## src/hdl/ir_pd_pkg.sv

```systemverilog
// ----------------------------------------------------------------------------
// ir_pd_pkg
// Shared types, constants and helper functions of the IR pulse-distance
// key decoder: register map, timing windows and the key code table.
// ----------------------------------------------------------------------------
package ir_pd_pkg;

    localparam int APB_AW       = 5;
    localparam int APB_DW       = 32;
    localparam int WIN_W        = 16;
    localparam int TIME_W       = 32;
    localparam int POS_W        = 5;
    localparam int KEY_W        = 4;
    localparam int NUM_CODES    = 10;

    localparam logic [POS_W-1:0] KEY_BYTE_FIRST = 5'd16;
    localparam logic [POS_W-1:0] KEY_BYTE_LAST  = 5'd23;
    localparam logic [POS_W-1:0] LAST_BIT_POS   = 5'd31;

    typedef enum logic [2:0] {
        REG_LEADER_MIN = 3'd0,
        REG_LEADER_MAX = 3'd1,
        REG_REPEAT_MIN = 3'd2,
        REG_REPEAT_MAX = 3'd3,
        REG_ZERO_MIN   = 3'd4,
        REG_ZERO_MAX   = 3'd5,
        REG_ONE_MIN    = 3'd6,
        REG_ONE_MAX    = 3'd7
    } t_reg_idx;

    typedef struct packed {
        logic [WIN_W-1:0] leader_min;
        logic [WIN_W-1:0] leader_max;
        logic [WIN_W-1:0] repeat_min;
        logic [WIN_W-1:0] repeat_max;
        logic [WIN_W-1:0] zero_min;
        logic [WIN_W-1:0] zero_max;
        logic [WIN_W-1:0] one_min;
        logic [WIN_W-1:0] one_max;
    } t_windows;

    localparam logic [7:0] CODE_TABLE [NUM_CODES] = '{
        8'h68, 8'h30, 8'h18, 8'h7A, 8'h10, 8'h38, 8'h5A, 8'h42, 8'h4A, 8'h52
    };

    // Open interval test, lo < v < hi.
    function automatic logic in_window(input logic [TIME_W-1:0] v,
                                       input logic [WIN_W-1:0]  lo,
                                       input logic [WIN_W-1:0]  hi);
        logic [TIME_W-1:0] lo_x;
        logic [TIME_W-1:0] hi_x;
        lo_x = {{(TIME_W-WIN_W){1'b0}}, lo};
        hi_x = {{(TIME_W-WIN_W){1'b0}}, hi};
        return (v > lo_x) && (v < hi_x);
    endfunction

    typedef struct packed {
        logic             hit;
        logic [KEY_W-1:0] digit;
    } t_lookup;

    function automatic t_lookup code_lookup(input logic [7:0] b);
        t_lookup res;
        res = '0;
        for (int k = NUM_CODES - 1; k >= 0; k--) begin
            if (b == CODE_TABLE[k]) begin
                res.hit   = 1'b1;
                res.digit = KEY_W'(k);
            end
        end
        return res;
    endfunction

endpackage

```

## src/hdl/ir_pulse_distance_key_decoder.sv

```systemverilog
// ----------------------------------------------------------------------------
// ir_pulse_distance_key_decoder
// Decodes NEC-style IR frames from falling-edge timestamps into key digits.
// ----------------------------------------------------------------------------
// Path: the edge lands in the input register, then is classified and decoded
//   into the result register.
// Throughput: one edge per cycle; the decode stage stalls only while the
//   result register holds a transaction not yet taken.
// Reset: synchronous active low; clears frame state, last key and valid
//   flags, and loads the default window bounds.
module ir_pulse_distance_key_decoder (
    input  logic                              i_clk,
    input  logic                              i_rst_n,
    input  logic                              psel,
    input  logic                              penable,
    input  logic                              pwrite,
    input  logic [ir_pd_pkg::APB_AW-1:0]      paddr,
    input  logic [ir_pd_pkg::APB_DW-1:0]      pwdata,
    output logic [ir_pd_pkg::APB_DW-1:0]      prdata,
    output logic                              pready,
    input  logic                              i_in_valid,
    output logic                              o_in_ready,
    input  logic [ir_pd_pkg::TIME_W-1:0]      i_edge_time,
    output logic                              o_out_valid,
    input  logic                              i_out_ready,
    output logic [ir_pd_pkg::KEY_W-1:0]       o_key_digit,
    output logic                              o_is_repeat
);
    import ir_pd_pkg::*;

    t_windows win;

    ir_pd_regs u_regs (
        .i_clk   (i_clk),
        .i_rst_n (i_rst_n),
        .psel    (psel),
        .penable (penable),
        .pwrite  (pwrite),
        .paddr   (paddr),
        .pwdata  (pwdata),
        .prdata  (prdata),
        .pready  (pready),
        .o_win   (win)
    );

    // Input register
    logic              r_in_valid;
    logic [TIME_W-1:0] r_in_time;
    logic              s2_fire;

    // Decoder state
    logic              r_have_prev,  n_have_prev;
    logic [TIME_W-1:0] r_prev_time,  n_prev_time;
    logic              r_frame_open, n_frame_open;
    logic [POS_W-1:0]  r_bit_pos,    n_bit_pos;
    logic [7:0]        r_key_byte,   n_key_byte;
    logic [KEY_W-1:0]  r_last_key,   n_last_key;
    logic              r_key_known,  n_key_known;

    // Result register
    logic              r_out_valid;
    logic [KEY_W-1:0]  r_key_digit;
    logic              r_is_repeat;

    logic              res_vld;
    logic [KEY_W-1:0]  res_digit;
    logic              res_rep;
    logic [TIME_W-1:0] interval;
    logic [POS_W-1:0]  byte_sel;
    logic [7:0]        bits_upd;
    t_lookup           lk;

    assign s2_fire    = r_in_valid && (!r_out_valid || i_out_ready);
    assign o_in_ready = !r_in_valid || s2_fire;

    always_ff @(posedge i_clk) begin
        if (!i_rst_n) begin
            r_in_valid <= 1'b0;
        end else if (o_in_ready) begin
            r_in_valid <= i_in_valid;
        end
    end

    always_ff @(posedge i_clk) begin
        if (i_in_valid && o_in_ready) begin
            r_in_time <= i_edge_time;
        end
    end

    assign interval = r_in_time - r_prev_time;
    assign byte_sel = KEY_BYTE_LAST - r_bit_pos;

    // Bit update of the key byte; one window wins over zero when both match.
    always_comb begin
        bits_upd = r_key_byte;
        if (r_bit_pos inside {[KEY_BYTE_FIRST:KEY_BYTE_LAST]}) begin
            if (in_window(interval, win.zero_min, win.zero_max)) begin
                bits_upd[byte_sel[2:0]] = 1'b0;
            end
            if (in_window(interval, win.one_min, win.one_max)) begin
                bits_upd[byte_sel[2:0]] = 1'b1;
            end
        end
    end

    assign lk = code_lookup(bits_upd);

    always_comb begin
        n_have_prev  = r_have_prev;
        n_prev_time  = r_prev_time;
        n_frame_open = r_frame_open;
        n_bit_pos    = r_bit_pos;
        n_key_byte   = r_key_byte;
        n_last_key   = r_last_key;
        n_key_known  = r_key_known;
        res_vld      = 1'b0;
        res_digit    = r_last_key;
        res_rep      = 1'b0;
        if (s2_fire) begin
            n_have_prev = 1'b1;
            n_prev_time = r_in_time;
            if (r_have_prev) begin
                if (in_window(interval, win.leader_min, win.leader_max)) begin
                    n_frame_open = 1'b1;
                    n_bit_pos    = '0;
                end else if (in_window(interval, win.repeat_min, win.repeat_max)) begin
                    n_frame_open = 1'b0;
                    n_bit_pos    = '0;
                    res_vld      = r_key_known;
                    res_digit    = r_last_key;
                    res_rep      = 1'b1;
                end else if (r_frame_open) begin
                    n_key_byte = bits_upd;
                    if (r_bit_pos == LAST_BIT_POS) begin
                        // Frame complete: close and look the key byte up.
                        n_frame_open = 1'b0;
                        n_bit_pos    = '0;
                        if (lk.hit) begin
                            n_last_key  = lk.digit;
                            n_key_known = 1'b1;
                            res_vld     = 1'b1;
                            res_digit   = lk.digit;
                            res_rep     = 1'b0;
                        end
                    end else begin
                        n_bit_pos = r_bit_pos + 1'b1;
                    end
                end
            end
        end
    end

    always_ff @(posedge i_clk) begin
        if (!i_rst_n) begin
            r_have_prev  <= 1'b0;
            r_prev_time  <= '0;
            r_frame_open <= 1'b0;
            r_bit_pos    <= '0;
            r_key_byte   <= '0;
            r_last_key   <= '0;
            r_key_known  <= 1'b0;
        end else begin
            r_have_prev  <= n_have_prev;
            r_prev_time  <= n_prev_time;
            r_frame_open <= n_frame_open;
            r_bit_pos    <= n_bit_pos;
            r_key_byte   <= n_key_byte;
            r_last_key   <= n_last_key;
            r_key_known  <= n_key_known;
        end
    end

    always_ff @(posedge i_clk) begin
        if (!i_rst_n) begin
            r_out_valid <= 1'b0;
        end else if (s2_fire && res_vld) begin
            r_out_valid <= 1'b1;
        end else if (i_out_ready) begin
            r_out_valid <= 1'b0;
        end
    end

    always_ff @(posedge i_clk) begin
        if (s2_fire && res_vld) begin
            r_key_digit <= res_digit;
            r_is_repeat <= res_rep;
        end
    end

    assign o_out_valid = r_out_valid;
    assign o_key_digit = r_key_digit;
    assign o_is_repeat = r_is_repeat;

    // Assertions
    a_digit_range: assert property (@(posedge i_clk) disable iff (!i_rst_n)
        o_out_valid |-> (o_key_digit <= KEY_W'(NUM_CODES - 1)))
        else $error("key digit out of range");

    a_repeat_needs_key: assert property (@(posedge i_clk) disable iff (!i_rst_n)
        (o_out_valid && o_is_repeat) |-> r_key_known)
        else $error("repeat result without a known key");

    a_pos_in_frame: assert property (@(posedge i_clk) disable iff (!i_rst_n)
        (r_bit_pos != '0) |-> r_frame_open)
        else $error("bit position advanced outside a frame");

    a_prev_before_decode: assert property (@(posedge i_clk) disable iff (!i_rst_n)
        (s2_fire && !r_have_prev) |=> (r_have_prev && !$rose(r_out_valid)))
        else $error("first edge produced a result");

endmodule

```

## src/hdl/ir_pd_regs.sv

```systemverilog
// ----------------------------------------------------------------------------
// ir_pd_regs
// APB register file holding the eight timing window bounds.
// ----------------------------------------------------------------------------
module ir_pd_regs (
    input  logic                          i_clk,
    input  logic                          i_rst_n,
    input  logic                          psel,
    input  logic                          penable,
    input  logic                          pwrite,
    input  logic [ir_pd_pkg::APB_AW-1:0]  paddr,
    input  logic [ir_pd_pkg::APB_DW-1:0]  pwdata,
    output logic [ir_pd_pkg::APB_DW-1:0]  prdata,
    output logic                          pready,
    output ir_pd_pkg::t_windows           o_win
);
    import ir_pd_pkg::*;

    t_windows         r_win;
    t_reg_idx         reg_idx;
    logic             wr_en;
    logic [WIN_W-1:0] wdata;
    logic [WIN_W-1:0] rdata;

    assign pready  = 1'b1;
    assign reg_idx = t_reg_idx'(paddr[APB_AW-1:2]);
    assign wr_en   = psel && penable && pwrite && pready;
    assign wdata   = pwdata[WIN_W-1:0];

    always_ff @(posedge i_clk) begin
        if (!i_rst_n) begin
            r_win.leader_min <= 16'd13000;
            r_win.leader_max <= 16'd14000;
            r_win.repeat_min <= 16'd11000;
            r_win.repeat_max <= 16'd12000;
            r_win.zero_min   <= 16'd1000;
            r_win.zero_max   <= 16'd1500;
            r_win.one_min    <= 16'd2000;
            r_win.one_max    <= 16'd2500;
        end else if (wr_en) begin
            case (reg_idx)
                REG_LEADER_MIN: r_win.leader_min <= wdata;
                REG_LEADER_MAX: r_win.leader_max <= wdata;
                REG_REPEAT_MIN: r_win.repeat_min <= wdata;
                REG_REPEAT_MAX: r_win.repeat_max <= wdata;
                REG_ZERO_MIN:   r_win.zero_min   <= wdata;
                REG_ZERO_MAX:   r_win.zero_max   <= wdata;
                REG_ONE_MIN:    r_win.one_min    <= wdata;
                REG_ONE_MAX:    r_win.one_max    <= wdata;
                default: ;
            endcase
        end
    end

    always_comb begin
        case (reg_idx)
            REG_LEADER_MIN: rdata = r_win.leader_min;
            REG_LEADER_MAX: rdata = r_win.leader_max;
            REG_REPEAT_MIN: rdata = r_win.repeat_min;
            REG_REPEAT_MAX: rdata = r_win.repeat_max;
            REG_ZERO_MIN:   rdata = r_win.zero_min;
            REG_ZERO_MAX:   rdata = r_win.zero_max;
            REG_ONE_MIN:    rdata = r_win.one_min;
            REG_ONE_MAX:    rdata = r_win.one_max;
            default:        rdata = '0;
        endcase
    end

    assign prdata = {{(APB_DW-WIN_W){1'b0}}, rdata};
    assign o_win  = r_win;

endmodule

```

## config.mk

```make
export PLATFORM = sky130hd
export DESIGN_NAME = ir_pulse_distance_key_decoder
export DESIGN_NICKNAME = d
export VERILOG_FILES = /design/src/hdl/ir_pd_pkg.sv /design/src/hdl/ir_pulse_distance_key_decoder.sv /design/src/hdl/ir_pd_regs.sv
export SDC_FILE = /design/constraint.sdc
export NUM_CORES = 1
export LEC_CHECK = 0
export ABC_AREA = 1
export BUFFER_PORTS_ARGS = -buffer_cell sky130_fd_sc_hd__buf_4
export CAP_MARGIN = 25
export CELL_PAD_IN_SITES_DETAIL_PLACEMENT = 1
export CELL_PAD_IN_SITES_GLOBAL_PLACEMENT = 1
export CORE_MARGIN = 2
export CORE_UTILIZATION = 40
export CTS_BUF_LIST = sky130_fd_sc_hd__clkbuf_8
export DETAILED_ROUTE_END_ITERATION = 16
export PLACE_DENSITY_LB_ADDON = 0.1
export SYNTH_ARGS = -nofsm -noshare
export SYNTH_HDL_FRONTEND = slang
export SYNTH_HIERARCHICAL = 1
export SYNTH_SLANG_ARGS = --single-unit
export TNS_END_PERCENT = 20
```

## constraint.sdc

```tcl
create_clock -name i_clk -period 5 [get_ports i_clk]
set_clock_uncertainty 0.05 [all_clocks]
set_input_delay 0.75 -clock i_clk [delete_from_list [all_inputs] [get_ports i_clk]]
set_output_delay 0.75 -clock i_clk [all_outputs]
set_load 0.03 [all_outputs]
```

# Word level (Yosys, flattened, before mapping)
# Cells that the tools add are included.
[op_classes]
n_bitwise = 7
muxes = 42
n_lt_le_gt_ge = 12
eq_ne = 18
n_reduce_logical = 31
addsub = 3
[op_table]
columns = ["operator", "n"]
rows = [
  ["32-bit by 16-bit greater-than comparator with 1-bit output", 4],
  ["32-bit by 16-bit less-than comparator with 1-bit output", 4],
  ["16-bit case mux with 8 select lines", 1],
  ["5-bit two-way mux", 14],
  ["8-bit by 7-bit equality test with 1-bit output, second input constant", 6],
  ["8-bit two-way mux", 4],
  ["32-bit subtractor", 1],
  ["4-bit two-way mux", 7],
  ["2-bit AND reduction", 9],
  ["8-bit by 5-bit equality test with 1-bit output, second input constant", 2],
  ["8-bit by 6-bit equality test with 1-bit output, second input constant", 2],
  ["1-bit two-way mux", 15],
  ["3-bit equality test, second input constant", 4],
  ["1-bit logical AND", 11],
  ["8-bit bitwise AND", 1],
  ["8-bit inverter", 1],
  ["8-bit bitwise OR", 1],
  ["7-bit AND reduction", 1],
  ["3-bit by 2-bit equality test with 1-bit output, second input constant", 2],
  ["5-bit by 1-bit adder with 5-bit output, second input constant", 1],
  ["5-bit equality test, second input constant", 1],
  ["5-bit >= comparator, second input constant", 1],
  ["5-bit less-or-equal comparator, second input constant", 1],
  ["5-bit AND reduction", 1],
  ["13 further kinds", 18],
]
[totals]
regBits = 219
in_bits = 76
out_inout_bits = 40

# Depth between registers and ports, before layout
[logic_depth]
depth_word = 32
ltp_mapped = 33
ltp_nobuf = 33

# Hierarchy
# The synthesis kept the hierarchy.
[modules_own_cells]
columns = ["module", "area_per_inst_um2", "instances", "cells_each"]
rows = [
  ["ir_pulse_distance_key_decoder", 9397.8, 1, 1414],
  ["ir_pd_regs", 5924.4, 1, 872],
]

# Least setup slack after synthesis
# No wires, ideal clock.
[synth_path]
path_kind = "register to register"
startpoint = "reg r_in_time[0]"
endpoint = "reg r_is_repeat (netlist: o_is_repeat) (enable)"
stages_incl_launch_ff = 28
t_arrival_ns = 3.972
t_required_ns = 4.632
slack_ns = 0.660
path_buffers = 0
synth_period_minus_slack_ns = 4.340
cell_sequence = "edfxtp_1 inv_1 ha_1 fa_1 inv_1 nand2_1 nand3_1 nand2_1 nand2_2 xor2_1 ha_1 nand4_1 inv_1 nand2_1 nor2_1 a311oi_1 nand2_1 nor2_1 nand4_1 a21oi_1 nand2_1 nor2_2 nand2_1 nand2_1 nor2_1 nand2_2 nand2_4 nand3_1"
[synth_between]
elab_chain_len = 27
[synth_lines]
columns = ["item", "line", "rtl"]
rows = [
  ["start: declaration", "ir_pulse_distance_key_decoder.sv:48", "logic [TIME_W-1:0] r_in_time;"],
  ["start signal: assignment", "ir_pulse_distance_key_decoder.sv:86", "r_in_time <= i_edge_time;"],
  ["32-bit subtractor *", "ir_pulse_distance_key_decoder.sv:90", "assign interval = r_in_time - r_prev_time;"],
  ["32-bit by 16-bit greater-than comparator with 1-bit output / 32-bit by 16-bit less-than comparator with 1-bit output (equally long branches)", "ir_pd_pkg.sv:54", "return (v > lo_x) && (v < hi_x);"],
  ["1-bit logical AND", "ir_pd_pkg.sv:54", ""],
  ["8-bit two-way mux", "ir_pulse_distance_key_decoder.sv:97", "if (in_window(interval, win.zero_min, win.zero_max)) begin"],
  ["8-bit two-way mux", "ir_pulse_distance_key_decoder.sv:96", "if (r_bit_pos inside {[KEY_BYTE_FIRST:KEY_BYTE_LAST]}) begin"],
  ["8-bit bitwise OR (no line)", "--", ""],
  ["8-bit two-way mux", "ir_pulse_distance_key_decoder.sv:100", "if (in_window(interval, win.one_min, win.one_max)) begin"],
  ["8-bit two-way mux", "ir_pulse_distance_key_decoder.sv:96", ""],
  ["[11 not listed]", "--", ""],
  ["1-bit two-way mux", "ir_pulse_distance_key_decoder.sv:138", "if (lk.hit) begin"],
  ["1-bit two-way mux", "ir_pulse_distance_key_decoder.sv:134", "if (r_bit_pos == LAST_BIT_POS) begin"],
  ["1-bit two-way mux", "ir_pulse_distance_key_decoder.sv:132", "end else if (r_frame_open) begin"],
  ["1-bit two-way mux", "ir_pulse_distance_key_decoder.sv:126", "end else if (in_window(interval, win.repeat_min, win.repeat_max)) begin"],
  ["1-bit two-way mux *", "ir_pulse_distance_key_decoder.sv:123", "if (in_window(interval, win.leader_min, win.leader_max)) begin"],
  ["1-bit two-way mux *", "ir_pulse_distance_key_decoder.sv:122", "if (r_have_prev) begin"],
  ["1-bit two-way mux *", "ir_pulse_distance_key_decoder.sv:119", "if (s2_fire) begin"],
  ["1-bit logical AND *", "ir_pulse_distance_key_decoder.sv:184", "if (s2_fire && res_vld) begin"],
  ["end signal: assignment", "ir_pulse_distance_key_decoder.sv:186", "r_is_repeat <= res_rep;"],
  ["end: declaration", "ir_pulse_distance_key_decoder.sv:63", "logic r_is_repeat;"],
]
# Every way passes the cells marked *; elsewhere a longest branch is shown, timed or not. The select of a mux whose other input is x is not followed.
# A chain may end at the register's enable or synchronous reset.

# Worst setup path in the final report
[layout_path]
startpoint = "reg r_in_time[6]"
endpoint = "reg r_key_digit[2] (netlist: o_key_digit[2]), data pin"
[layout_between]
elab_chain_len = 26
[layout_lines]
columns = ["item", "line", "rtl"]
rows = [
  ["32-bit subtractor *", "ir_pulse_distance_key_decoder.sv:90", ""],
  ["32-bit by 16-bit greater-than comparator with 1-bit output / 32-bit by 16-bit less-than comparator with 1-bit output (equally long branches)", "ir_pd_pkg.sv:54", ""],
  ["1-bit logical AND", "ir_pd_pkg.sv:54", ""],
  ["8-bit two-way mux", "ir_pulse_distance_key_decoder.sv:97", ""],
  ["8-bit two-way mux", "ir_pulse_distance_key_decoder.sv:96", ""],
  ["8-bit bitwise OR (no line)", "--", ""],
  ["8-bit two-way mux", "ir_pulse_distance_key_decoder.sv:100", ""],
  ["8-bit two-way mux", "ir_pulse_distance_key_decoder.sv:96", ""],
  ["8-bit by 7-bit equality test with 1-bit output", "ir_pd_pkg.sv:66", "if (b == CODE_TABLE[k]) begin"],
  ["5-bit two-way mux (10 in a row)", "ir_pd_pkg.sv:66", ""],
  ["4-bit two-way mux (2 in a row)", "--", ""],
  ["4-bit two-way mux", "ir_pulse_distance_key_decoder.sv:132", ""],
  ["4-bit two-way mux", "--", ""],
  ["4-bit two-way mux * (3 in a row)", "--", ""],
  ["end signal: assignment", "ir_pulse_distance_key_decoder.sv:185", "r_key_digit <= res_digit;"],
  ["end: declaration", "ir_pulse_distance_key_decoder.sv:62", "logic [KEY_W-1:0] r_key_digit;"],
]
# Marks and branches as above.

==> impl_metrics.toml <==
[outcome]
status = "complete, no violations"

[hold_path]
hold_path.startpoint = "i_edge_time[4]"
holdCritPathClass = "primary input to register"
worstHoldPathCells = 1
holdPathEnd = "r_in_time[4]"

[timing]
finalCritPeriodShare = 0.9510
post-route-min-period_ns = 4.755
clock.fmax_mhz = 210.3
fin_tns_setup_ns = 0
slew_headroom = 0.4064
setup_viol = 0
fin_ws_ns = 0.2450
hold_viol_final = 0
drv_slew = 0
timing.hold.ws_ns = 0.2544
rsz0062_at_grt = "yes"
tightest_slew_ns = 0.8894

[power_and_ir_drop]
p_leak_nw = 8.807
p_total_mw = 5.451
vdd_drop_max_mv = 0.1932
power.density_mw_per_mm2 = 313.9

[worst_setup_path]
worst_path_largest_cell_delay_ns = 0.39
r2r-start = "r_in_time[6]"
crit_start = "r_in_time[6]"
worstPathMaxFanout = 8
worst_setup_path_start_kind = "register"
reg2reg_setup_slack_ns = 0.25
criticalPathCategory = "register to register"
path_buf_inv = 3
end_kind = "register"
path_delay_family = "simple AND/OR/NAND/NOR gates"
r2r_end = "o_key_digit[2]"
required_ns = 5.30
cp_slowest_cell = "edfxtp_1"
cpMostUsedCell = "nand2_1"
reg2regPathDepth = 28
cp_data_arrival_time_ns = 5.06

[synth]
yosysWarnings = 6
ys_types = 52
seq_area_frac_synth = 0.3103
ys_async_sr_fraction = 0
synth_ff_type = "dfxtp_1"
synth-edff-count = 37
syn-cell-area_mm2 = 0.01532
synth_cells = 2286
ys_ff_latch = 219
syn_area_per_cell_um2 = 6.703

[route]
drt-initial-drc-count = 664
drt-pass1-iter-count = 5
viasPerCell = 5.233
drc = 0
wl_per_cell_um = 18.22
routed-via-count = 15190
wirelength_um = 52890
ant_nets = 0

[place]
io_buffers = 80
routabilityCongestion = 0.8675
hpwl_um = 39160
place_ws_ns = -0.06683
placedCellCount = 2820
placed_cell_area_mm2 = 0.01636

[cells_and_area]
fin_util = 0.4610
area_delta_synth_final_pct = 13.32
layout-drive-gt1-share = 0.1184
final_area_mm2 = 0.01736
num-nets-final = 2594
regArea_mm2 = 0.004755
multi_input_area_mm2 = 0.008932
fillers = 5056
stdcell_count = 2903

[global_routing]
antenna_found_initial = 1
grt_pass1_wl_um = 83100
grt_overflow_total = 0
grt.met1_usage = 0.3556
met3_usage = 0.04270
grt_pass1_vias = 15550
grt_usage = 0.2678
top_usage_layer = "met2"
grt_max_degree = 65
use_met2 = 0.4480

[flow_run]
drv_cap = 0

[clocking]
htree_levels = 2
cts-root-buf = "clkbuf_8"
path_clk_slew_ns = 0.07
cts_buffers = 43
cts_buffer_depth = 3
cts.sinks = 219
clkLatencyLatePin_ns = 0.62
cts_tree = "done"

[die]
core_area_mm2 = 0.03767
dieHeight_um = 199.7
start_util = 0.4068
die-width_um = 199.7
die_area_mm2 = 0.03989
num_io_pins = 116
rows = 71
-- cell usage in the layout, fill, tap and decap left out, types with 5 or more instances in the layout --
master,count
nand2_1,517
inv_1,345
nor2_1,305
dfxtp_1,182
ha_1,153
o21ai_0,128
a21oi_1,117
nand3_1,116
buf_4,109
nand4_1,99
clkbuf_8,48
edfxtp_1,37
nand2_2,24
inv_2,24
nor2_2,20
conb_1,17
a211oi_1,15
clkinv_1,13
xor2_1,12
nor3_1,10
nor2_4,10
a21oi_2,9
nand3_2,8
o211ai_1,8
o21a_1,5
o221ai_1,5
-- where the power goes --
group          switching [mW]  internal, mW  total (mW)
Clock                   0.855         0.877        1.73
Sequential             0.0301          1.85        1.88
Combinational            1.19         0.645        1.84
Total                    2.08          3.37        5.45
-- synthesized netlist by cell type (3+ instances only) --
master	instances	area (um^2)
inv_1	335	1257
xnor2_1	3	26.28
nor3_1	10	50.05
inv_2	23	86.33
buf_4	19	142.6
a21oi_1	121	605.6
nor2_2	18	112.6
buf_2	28	140.1
ha_1	158	1977
o21a_1	5	37.54
nor2_4	5	56.30
o211ai_1	8	60.06
nand4_1	99	619.3
a211oi_1	15	112.6
nand2_2	21	131.4
o21bai_1	3	22.52
o221ai_1	5	43.79
a21oi_2	5	43.79
nor2_1	312	1171
clkbuf_1	43	161.4
nand3_1	120	600.6
xor2_1	13	113.9
dfxtp_1	182	3643
edfxtp_1	37	1111
nand2_1	520	1952
o21ai_0	129	645.6
buf_1	11	41.29
nand2_4	3	33.78
nand3_2	4	40.04
-- sequential cells by signal (all words and copies together), names as in the netlist --
name and count:
u_regs/o_win 128, r_in_time 32, r_prev_time 32, r_key_byte 8, r_bit_pos 5, o_key_digit 4, r_last_key 4, o_is_repeat 1
o_out_valid 1, r_frame_open 1, r_have_prev 1, r_in_valid 1, r_key_known 1
-- cell type report --
cell class,instances,area share
multi-input cells,1621,0.5144
flip-flops and latches,219,0.2738
inverters,359,0.07761
repair buffers,115,0.05203
clock buffers,48,0.03805
well taps,511,0.03682
clock inverters,29,0.007062
diodes,1,0.0001441
-- metal layers --
layer	up-vias	wire length, um	share of wire
met2	259	24360	0.46
met5	-	0	0
met4	0	1379	0.026
li1	7489	-	-
met1	7356	25010	0.47
met3	86	2127	0.040
-- how the worst max path moves through the flow --
stage                           to  depth (start not counted)
detailed placement  o_key_digit[0]                         26
floorplan              o_is_repeat                         27
global placement    o_key_digit[0]                         24
finish              o_key_digit[2]                         28
CTS                 o_key_digit[2]                         27
global route        o_key_digit[2]                         29
-- worst register-to-register path, delay by kind of cell (launching register included) --
family | cells | cell delay [ns]
fa+ha+maj | 2 | 0.62
flops | 1 | 0.39
buf+inv | 3 | 0.56
simple gates | 18 | 1.87
xor+xnor | 1 | 0.16
compound gates | 4 | 0.86
-- cell families (layout without fill, tap and decap cells) --
family,Yosys count,after routing,share of synthesized area
fa+ha+maj,159,159,0.1303
compound gates,302,302,0.1080
simple gates,1127,1127,0.3214
xor+xnor,16,16,0.009146
other cells,2,18,0.0004901
buf+inv,461,551,0.1204
flops,219,219,0.3103
-- repair_timing --
action	CTS	global route
resized for setup	1	38
buffers inserted	0	4
setup endpoints to repair	8	18
hold buffers	0	0
pin swaps	0	2
Power figures use the tool's default switching activity.
